--- src/hdl/ilf_pkg.sv ---
// Shared widths, codes and the product schedule of the incremental line fit.
`default_nettype none

package ilf_pkg;

  // Field and state widths
  localparam int SAMPLE_W = 12;  // x and y sample width
  localparam int COUNT_W  = 11;  // point count
  localparam int SX_W     = 23;  // sum of x, sum of y
  localparam int SXX_W    = 34;  // sum of x*x, sum of x*y
  localparam int ACC_W    = 58;  // product accumulator, holds either numerator
  localparam int DEN_W    = 45;  // positive denominator
  localparam int QUO_W    = 33;  // quotient bits developed by the divider
  localparam int Q_W      = 32;  // Q16.16 result
  localparam int FRAC_W   = 16;  // fraction bits of a result

  // Shared multiplier: A operand times one 18-bit slice of the B operand
  localparam int MA_W   = 24;
  localparam int MB_W   = 35;
  localparam int SLICE  = 17;          // bits in the low slice of B
  localparam int MP_W   = MA_W + SLICE + 1;

  // Defaults of the top-level parameters
  localparam int MAX_POINTS_DEF  = 2047;
  localparam int SAMPLE_BITS_DEF = 12;

  // Commands
  localparam logic [1:0] CMD_ADD_XY = 2'd0;
  localparam logic [1:0] CMD_ADD_Y  = 2'd1;
  localparam logic [1:0] CMD_CLEAR  = 2'd2;

  // Status codes
  localparam logic [1:0] ST_OK      = 2'd0;
  localparam logic [1:0] ST_FEW     = 2'd1;
  localparam logic [1:0] ST_SAME_X  = 2'd2;
  localparam logic [1:0] ST_FULL    = 2'd3;

  // Products run through the shared multiplier, in schedule order
  typedef enum logic [2:0] {
    P_XX,      // x*x for the update of sum_xx
    P_XY,      // x*y for the update of sum_xy
    P_NSXX,    // n*sum_xx
    P_SXSX,    // - sum_x*sum_x      -> denominator
    P_NSXY,    // n*sum_xy
    P_SXSY,    // - sum_x*sum_y      -> slope numerator
    P_SYSXX,   // sum_y*sum_xx
    P_SXSXY    // - sum_x*sum_xy     -> intercept numerator
  } prod_t;

  typedef enum logic [1:0] {A_N, A_SX, A_SY, A_X} a_sel_t;
  typedef enum logic [2:0] {B_SXX, B_SXY, B_SX, B_SY, B_X, B_Y} b_sel_t;

  typedef struct packed {
    a_sel_t a_sel;
    b_sel_t b_sel;
    logic   neg;    // subtract the product from the accumulator
  } mul_op_t;

  // Operand selection for each scheduled product
  function automatic mul_op_t mul_op(input prod_t p);
    mul_op_t op;
    op = '{a_sel: A_X, b_sel: B_X, neg: 1'b0};
    case (p)
      P_XX:    op = '{a_sel: A_X,  b_sel: B_X,   neg: 1'b0};
      P_XY:    op = '{a_sel: A_X,  b_sel: B_Y,   neg: 1'b0};
      P_NSXX:  op = '{a_sel: A_N,  b_sel: B_SXX, neg: 1'b0};
      P_SXSX:  op = '{a_sel: A_SX, b_sel: B_SX,  neg: 1'b1};
      P_NSXY:  op = '{a_sel: A_N,  b_sel: B_SXY, neg: 1'b0};
      P_SXSY:  op = '{a_sel: A_SX, b_sel: B_SY,  neg: 1'b1};
      P_SYSXX: op = '{a_sel: A_SY, b_sel: B_SXX, neg: 1'b0};
      P_SXSXY: op = '{a_sel: A_SX, b_sel: B_SXY, neg: 1'b1};
      default: op = '{a_sel: A_X,  b_sel: B_X,   neg: 1'b0};
    endcase
    return op;
  endfunction

endpackage

`default_nettype wire

--- src/hdl/incremental_line_fit.sv ---
// Top level of the incremental least-squares line fit.
`default_nettype none

// Keeps the point count and the exact sums of x, y, x*x and x*y, and after
// every input word returns the least-squares slope and intercept as signed
// Q16.16 (rounded half away from zero, saturated) with a status code. One
// word is worked on at a time; s_axis_tready is high only while the block is
// idle, and a finished result may still wait in the output register while the
// next word is taken. All arithmetic runs through one 24x18 signed multiplier
// (each wide product in two slice passes, each a multiply and an accumulate,
// then a step that acts on the sum) and one 46-bit restoring divider that
// develops one quotient bit per cycle. A clear or a word refused by a full
// store goes straight to the output register; other words update the sums if
// they add a point and then, with at least two points and not all x equal,
// run the fit with its two 33-step divisions. A result that cannot leave
// because the previous one is still waiting is held until that one is taken.
module incremental_line_fit
  import ilf_pkg::*;
#(
  parameter int MAX_POINTS  = MAX_POINTS_DEF,   // 3 .. 2047
  parameter int SAMPLE_BITS = SAMPLE_BITS_DEF   // 8 .. 12, low bits of a sample
) (
  input  wire logic        clk,
  input  wire logic        rst,
  // input words
  input  wire logic        s_axis_tvalid,
  output logic             s_axis_tready,
  input  wire logic [23:0] s_axis_tdata,   // [11:0] x_value, [23:12] y_value
  input  wire logic [1:0]  s_axis_tuser,   // [1:0] cmd
  // result words
  output logic             m_axis_tvalid,
  input  wire logic        m_axis_tready,
  output logic [79:0]      m_axis_tdata,   // [31:0] slope, [63:32] intercept,
                                           // [74:64] points_held, rest zero
  output logic [1:0]       m_axis_tuser    // [1:0] status
);

  localparam int SHIFT = SAMPLE_W - SAMPLE_BITS;

  typedef enum logic [3:0] {
    S_IDLE, S_MUL, S_ACC, S_STEP, S_FIT, S_DINIT, S_DIV, S_DFIN, S_FIN
  } state_t;

  state_t state;

  // Fit state
  logic        [COUNT_W-1:0] count;
  logic signed [SX_W-1:0]    sum_x, sum_y;
  logic signed [SXX_W-1:0]   sum_xx, sum_xy;

  // Item and working registers
  logic signed [SAMPLE_W-1:0] x_r, y_r;
  prod_t                      prod_idx;
  logic                       hi_pass;
  logic signed [MP_W-1:0]     prod;
  logic signed [ACC_W-1:0]    acc;
  logic        [DEN_W-1:0]    den;
  logic                       div_neg, div_ovf, div_is_slope;
  logic        [DEN_W-1:0]    rem;
  logic        [QUO_W-1:0]    dq;
  logic        [5:0]          div_cnt;
  logic        [Q_W-1:0]      slope_r, icpt_r;
  logic        [1:0]          status_r;

  // Sample extraction from the low SAMPLE_BITS bits
  logic signed [SAMPLE_W-1:0] x_sh, y_sh, x_ext, y_ext;
  logic        [1:0]          cmd_in;

  always_comb begin
    x_sh   = s_axis_tdata[11:0] << SHIFT;
    y_sh   = s_axis_tdata[23:12] << SHIFT;
    x_ext  = x_sh >>> SHIFT;
    y_ext  = y_sh >>> SHIFT;
    cmd_in = s_axis_tuser;
  end

  // Shared multiplier operands
  mul_op_t                 op;
  logic signed [MA_W-1:0]  a_op;
  logic signed [MB_W-1:0]  b_op;
  logic signed [SLICE:0]   b_part;
  logic signed [ACC_W-1:0] prod_ext, prod_sh;

  always_comb begin
    op = mul_op(prod_idx);
    case (op.a_sel)
      A_N:     a_op = MA_W'({1'b0, count});
      A_SX:    a_op = MA_W'(sum_x);
      A_SY:    a_op = MA_W'(sum_y);
      A_X:     a_op = MA_W'(x_r);
      default: a_op = '0;
    endcase
    case (op.b_sel)
      B_SXX:   b_op = MB_W'(sum_xx);
      B_SXY:   b_op = MB_W'(sum_xy);
      B_SX:    b_op = MB_W'(sum_x);
      B_SY:    b_op = MB_W'(sum_y);
      B_X:     b_op = MB_W'(x_r);
      B_Y:     b_op = MB_W'(y_r);
      default: b_op = '0;
    endcase
    // high slice is signed, low slice is zero-extended
    b_part   = hi_pass ? b_op[MB_W-1:SLICE] : $signed({1'b0, b_op[SLICE-1:0]});
    prod_ext = ACC_W'(prod);
    prod_sh  = hi_pass ? (prod_ext <<< SLICE) : prod_ext;
  end

  // Divider datapath
  logic [ACC_W-1:0]         mag;
  logic [ACC_W-SLICE-1:0]   rem_init;
  logic [DEN_W:0]           r2;
  logic [DEN_W+1:0]         diff;
  logic                     round_up;
  logic [QUO_W:0]           q_rnd, q_lim, q_fin;
  logic [Q_W-1:0]           q_res;

  always_comb begin
    mag      = acc[ACC_W-1] ? ACC_W'(-acc) : ACC_W'(acc);
    rem_init = mag[ACC_W-1:SLICE];
    r2       = {rem, dq[QUO_W-1]};
    diff     = {1'b0, r2} - {2'b00, den};
    round_up = ({rem, 1'b0} >= {1'b0, den});
    q_rnd    = {1'b0, dq} + (QUO_W+1)'(round_up);
    q_lim    = div_neg ? (QUO_W+1)'(34'h080000000) : (QUO_W+1)'(34'h07FFFFFFF);
    q_fin    = (div_ovf || q_rnd > q_lim) ? q_lim : q_rnd;
    q_res    = div_neg ? (~q_fin[Q_W-1:0] + 32'd1) : q_fin[Q_W-1:0];
  end

  assign s_axis_tready = (state == S_IDLE) && !rst;

  // Sequencer
  always_ff @(posedge clk) begin
    if (rst) begin
      state         <= S_IDLE;
      m_axis_tvalid <= 1'b0;
      count         <= '0;
      sum_x         <= '0;
      sum_y         <= '0;
      sum_xx        <= '0;
      sum_xy        <= '0;
    end else begin
      // a taken word empties the output register unless a new one is loaded
      if (m_axis_tvalid && m_axis_tready && state != S_FIN) begin
        m_axis_tvalid <= 1'b0;
      end
      case (state)
        S_IDLE: begin
          if (s_axis_tvalid) begin
            slope_r  <= '0;
            icpt_r   <= '0;
            y_r      <= y_ext;
            hi_pass  <= 1'b0;
            acc      <= '0;
            if (cmd_in == CMD_CLEAR) begin
              count    <= '0;
              sum_x    <= '0;
              sum_y    <= '0;
              sum_xx   <= '0;
              sum_xy   <= '0;
              status_r <= ST_FEW;
              state    <= S_FIN;
            end else if (cmd_in == CMD_ADD_XY || cmd_in == CMD_ADD_Y) begin
              if (count >= COUNT_W'(MAX_POINTS)) begin
                status_r <= ST_FULL;
                state    <= S_FIN;
              end else begin
                x_r      <= (cmd_in == CMD_ADD_Y) ? $signed({1'b0, count + 11'd1})
                                                  : x_ext;
                prod_idx <= P_XX;
                state    <= S_MUL;
              end
            end else begin
              state <= S_FIT;
            end
          end
        end

        // one slice product, registered
        S_MUL: begin
          prod  <= a_op * b_part;
          state <= S_ACC;
        end

        S_ACC: begin
          acc <= op.neg ? (acc - prod_sh) : (acc + prod_sh);
          if (!hi_pass) begin
            hi_pass <= 1'b1;
            state   <= S_MUL;
          end else begin
            hi_pass <= 1'b0;
            state   <= S_STEP;
          end
        end

        // act on a finished product
        S_STEP: begin
          case (prod_idx)
            P_XX: begin
              sum_xx   <= sum_xx + acc[SXX_W-1:0];
              acc      <= '0;
              prod_idx <= P_XY;
              state    <= S_MUL;
            end
            P_XY: begin
              sum_xy <= sum_xy + acc[SXX_W-1:0];
              sum_x  <= sum_x + SX_W'(x_r);
              sum_y  <= sum_y + SX_W'(y_r);
              count  <= count + 11'd1;
              state  <= S_FIT;
            end
            P_SXSX: begin
              if (acc[ACC_W-1] || acc == '0) begin
                status_r <= ST_SAME_X;
                state    <= S_FIN;
              end else begin
                den      <= acc[DEN_W-1:0];
                acc      <= '0;
                prod_idx <= P_NSXY;
                state    <= S_MUL;
              end
            end
            P_SXSY: begin
              div_is_slope <= 1'b1;
              state        <= S_DINIT;
            end
            P_SXSXY: begin
              div_is_slope <= 1'b0;
              state        <= S_DINIT;
            end
            P_NSXX: begin
              prod_idx <= P_SXSX;
              state    <= S_MUL;
            end
            P_NSXY: begin
              prod_idx <= P_SXSY;
              state    <= S_MUL;
            end
            P_SYSXX: begin
              prod_idx <= P_SXSXY;
              state    <= S_MUL;
            end
            default: state <= S_FIN;
          endcase
        end

        // points in hand: enough for a fit?
        S_FIT: begin
          if (count < 11'd2) begin
            status_r <= ST_FEW;
            state    <= S_FIN;
          end else begin
            acc      <= '0;
            prod_idx <= P_NSXX;
            state    <= S_MUL;
          end
        end

        // dividend magnitude; high bits beyond the quotient range mean overflow
        S_DINIT: begin
          div_neg <= acc[ACC_W-1];
          div_ovf <= ({4'b0, rem_init} >= den);
          rem     <= DEN_W'(rem_init);
          dq      <= {mag[SLICE-1:0], 16'b0};
          div_cnt <= 6'(QUO_W);
          state   <= S_DIV;
        end

        // one restoring step per cycle, quotient shifts in as dividend shifts out
        S_DIV: begin
          if (!diff[DEN_W+1]) begin
            rem <= diff[DEN_W-1:0];
          end else begin
            rem <= r2[DEN_W-1:0];
          end
          dq      <= {dq[QUO_W-2:0], !diff[DEN_W+1]};
          div_cnt <= div_cnt - 6'd1;
          if (div_cnt == 6'd1) begin
            state <= S_DFIN;
          end
        end

        // round, saturate, sign
        S_DFIN: begin
          if (div_is_slope) begin
            slope_r  <= q_res;
            acc      <= '0;
            prod_idx <= P_SYSXX;
            state    <= S_MUL;
          end else begin
            icpt_r   <= q_res;
            status_r <= ST_OK;
            state    <= S_FIN;
          end
        end

        // hand the result word to the output register
        S_FIN: begin
          if (!m_axis_tvalid || m_axis_tready) begin
            m_axis_tdata  <= {5'b0, count, icpt_r, slope_r};
            m_axis_tuser  <= status_r;
            m_axis_tvalid <= 1'b1;
            state         <= S_IDLE;
          end
        end

        default: state <= S_IDLE;
      endcase
    end
  end

endmodule

`default_nettype wire
--- config.mk ---
export PLATFORM = sky130hd
export DESIGN_NAME = incremental_line_fit
export DESIGN_NICKNAME = d
export VERILOG_FILES = /design/src/hdl/ilf_pkg.sv /design/src/hdl/incremental_line_fit.sv
export SDC_FILE = /design/constraint.sdc
export NUM_CORES = 2
export LEC_CHECK = 0
export BUFFER_PORTS_ARGS = -buffer_cell sky130_fd_sc_hd__buf_2
export CAP_MARGIN = 20
export CORE_ASPECT_RATIO = 2
export CORE_MARGIN = 2
export CORE_UTILIZATION = 45
export DETAILED_ROUTE_END_ITERATION = 12
export GPL_ROUTABILITY_DRIVEN = 0
export PLACE_DENSITY_LB_ADDON = 0.25
export SLEW_MARGIN = 20
export SYNTH_ARGS = -nofsm -noshare
export SYNTH_HDL_FRONTEND = slang
export SYNTH_SLANG_ARGS = --single-unit
--- constraint.sdc ---
create_clock -name clk -period 8.6 [get_ports clk]
set_input_delay 0.86 -clock clk [delete_from_list [all_inputs] [get_ports clk]]
set_output_delay 0.86 -clock clk [all_outputs]
set_load 0.02 [all_outputs]
==> impl_metrics.toml <==
[floorplanning]
dieArea_mm2 = 0.122
start_util_pct = 45.4
io-pin-count = 114
coreArea_mm2 = 0.118
die_h_um = 491
die_w_um = 248
num_rows = 178

[placed_design]
numPortBuffers = 108
placed_area_mm2 = 0.0562
dpl.hpwl_um = 137000
dp_slack_ns = 0.334

[finish]
area_growth_pct = 8.80
final_core_util_pct = 49.4
nets = 6838
final_cell_area_mm2 = 0.0581
drive_above_1_share_pct = 8.02

[timing]
finalCritPeriodShare_pct = 96.8
setup_viol = 0
final_max_slew_viol_count = 0
hold_viol = 0
setup_tns_ns = 0
fin_ws_ns = 0.277
relSlewSlack_pct = 26.4
tightest_slew_ns = 1.09
period_minus_slack_ns = 8.32
fin_skew_ns = 0.0919
rsz0062_at_grt = "yes"
clock.fmax_mhz = 120

[clocking]
cts_buffer_depth = 3
postCtsHoldBufs = 0
cts_sinks = 539
cts_tree = "done"
clk_pin_slew_worst_paths_ns = 0.07
clk-insertion-delay-late_ns = 0.69
cts_resized = 0
root_buffer = "clkbuf_16"
cts_buffers = 52
postCtsSetupRepairBufs = 0
htreeDepth = 2

[critical_path]
cpPeakStageDelay_ns = 0.63
required_ns = 8.97
cp.arrival_ns = 8.69
cp-start-kind = "register"
end_kind = "register"
crit_fanout = 27
slowest_stage = "o221a_2"
critical_path_class = "register to register"

[run_status]
status = "finished clean"

[grt]
grt_pass1_vias = 45900
grt_first_pass_wirelength_um = 263000
track_usage_pct = 28.6
overflow = 0
grt_max_degree = 78
grt_antenna_before_repair = 3

[yosys]
synth.top_cell.area_share_pct = 22.7
synth_edf_count = 403
async_flop_share_pct = 0
synthesis.area_mm2 = 0.0534
synth_seq_cells = 539
synth.area.top_cells = "edfxtp_1 23%, fa_1 16%, ha_1 9.3%"
synthFlopType = "edfxtp_1"
yosysSeqAreaShare_pct = 27.8
netlist_instances = 5923
synth.largest_area_cell = "edfxtp_1"
yosys_warnings = 0
syn_area_per_cell_um2 = 9.02
ys_types = 97
synthTopCellsByCount = "684 x inv_1, 564 x nand2_1, 548 x nor2_1"
synth.most_common_cell = "inv_1"

[route]
wire_per_inst_um = 22.7
firstDrtPassIters = 8
drt-vias-per-instance = 5.84
ant_nets = 0
dr_total_vias = 44200
routed_wirelength_um = 172000
drt_iter0_drc = 2643
drc = 0

[min_path]
hp-class = "input pin to register"

[pwr]
p_per_area_mw_per_mm2 = 332
ir_worst_vdd_mv = 0.510
total_power_mw = 19.3
p_leak_nw = 24.9

[job]
maxCapViolations = 0
-- per-stage QoR --
stage / hold slack [ns] / std cells
after floorplan: 0.400 / 5927
after global placement: 0.401 / 7466
after detailed placement: 0.405 / 7466
after CTS: 0.327 / 7564
after global routing: 0.358 / 7568
final: 0.349 / 7568
-- sequential cells by signal, summed over array words and instances (netlist names), 12 cells and up --
| register | cells |
|---|---|
| acc | 58 |
| sum_x | 23 |
| slope_r | 32 |
| rem | 45 |
| y_r | 12 |
| dq | 33 |
| x_r | 12 |
| sum_xx | 34 |
| icpt_r | 32 |
| m_axis_tdata | 75 |
| sum_xy | 34 |
| den | 45 |
| sum_y | 23 |
| prod | 42 |
-- final timing paths --
kind	endpoint	cells past startpoint	slack (ns)	start
min	y_r[1]	1	0.35	s_axis_tdata[13]
max reg2reg	prod[41]	29	0.28	op[1]
min reg2reg	m_axis_tdata[0]	0	0.41	slope_r[0]
max	prod[41]	29	0.28	op[1]
-- layout make-up --
class | count | area (um^2)
clock buffers | 65 | 1360
clock inverters | 33 | 399
diodes | 3 | 7.51
well taps | 1530 | 1910
repair buffers | 264 | 1810
multi-input cells | 4449 | 35200
inverters | 685 | 2570
fillers | 11200 | 59500
flip-flops and latches | 539 | 14800
-- cell usage in the layout, fill, tap and decap left out, types with 38 or more instances in the layout --
cell / Yosys / final
fa_1: 420 / 417
nand2_1: 564 / 563
a211oi_1: 39 / 38
buf_2: 16 / 107
nor2b_1: 59 / 59
buf_4: 5 / 149
nand2b_1: 64 / 64
a22oi_1: 45 / 45
o21bai_1: 38 / 38
a21oi_1: 439 / 436
nand4_1: 53 / 53
clkbuf_16: 0 / 52
o21a_1: 51 / 50
xor2_1: 147 / 147
inv_1: 684 / 684
and3_1: 54 / 51
xnor2_1: 212 / 208
edfxtp_1: 403 / 403
o21ai_0: 247 / 243
a21o_1: 131 / 131
ha_1: 397 / 397
nor2_1: 548 / 545
dfxtp_1: 136 / 133
nand3_1: 150 / 149
a31oi_1: 52 / 49
mux2i_1: 66 / 66
and2_1: 86 / 87
nor3_1: 99 / 95
-- cell families after synthesis --
logic type / Yosys count / share of synthesized area [%]
simple gates: 1843 / 16.2
compound gates: 1317 / 15.7
buf+inv: 939 / 6.69
fa+ha+maj: 818 / 25.1
flops: 539 / 27.8
xor+xnor: 359 / 5.89
mux: 107 / 2.67
other cells: 1 / 0.00702
-- report_power, final --
group	internal, mW	leakage [nW]	switching, mW
clock	1.30	0.845	1.11
combinational	5.12	19.2	7.89
sequential	3.46	4.86	0.423
total	9.88	24.9	9.43
-- worst max-delay path: cells and delay by family (launching register included) --
| kind | cells | cell delay [ns] |
|---|---|---|
| DFF | 1 | 0.45 |
| muxes | 1 | 0.25 |
| AOI/OAI and AO/OA | 9 | 2.53 |
| buffers and inverters | 6 | 0.57 |
| and+or+nand+nor | 5 | 0.57 |
| adders and majority gates | 7 | 3.47 |
| xor gates and xnor gates | 1 | 0.13 |
-- layer usage --
metal / part of all wire (%) / global-route usage (%) / vias up / wire [um]
met1: 32 / 26.9 / 21400 / 54300
li1: - / - / 20600 / -
met3: 5.2 / 3.87 / 749 / 8910
met5: 0.0087 / 0 / - / 15
met2: 51 / 51.6 / 1538 / 87800
met4: 12 / 28.0 / 2 / 20600
(Power assumes the default switching activity.)
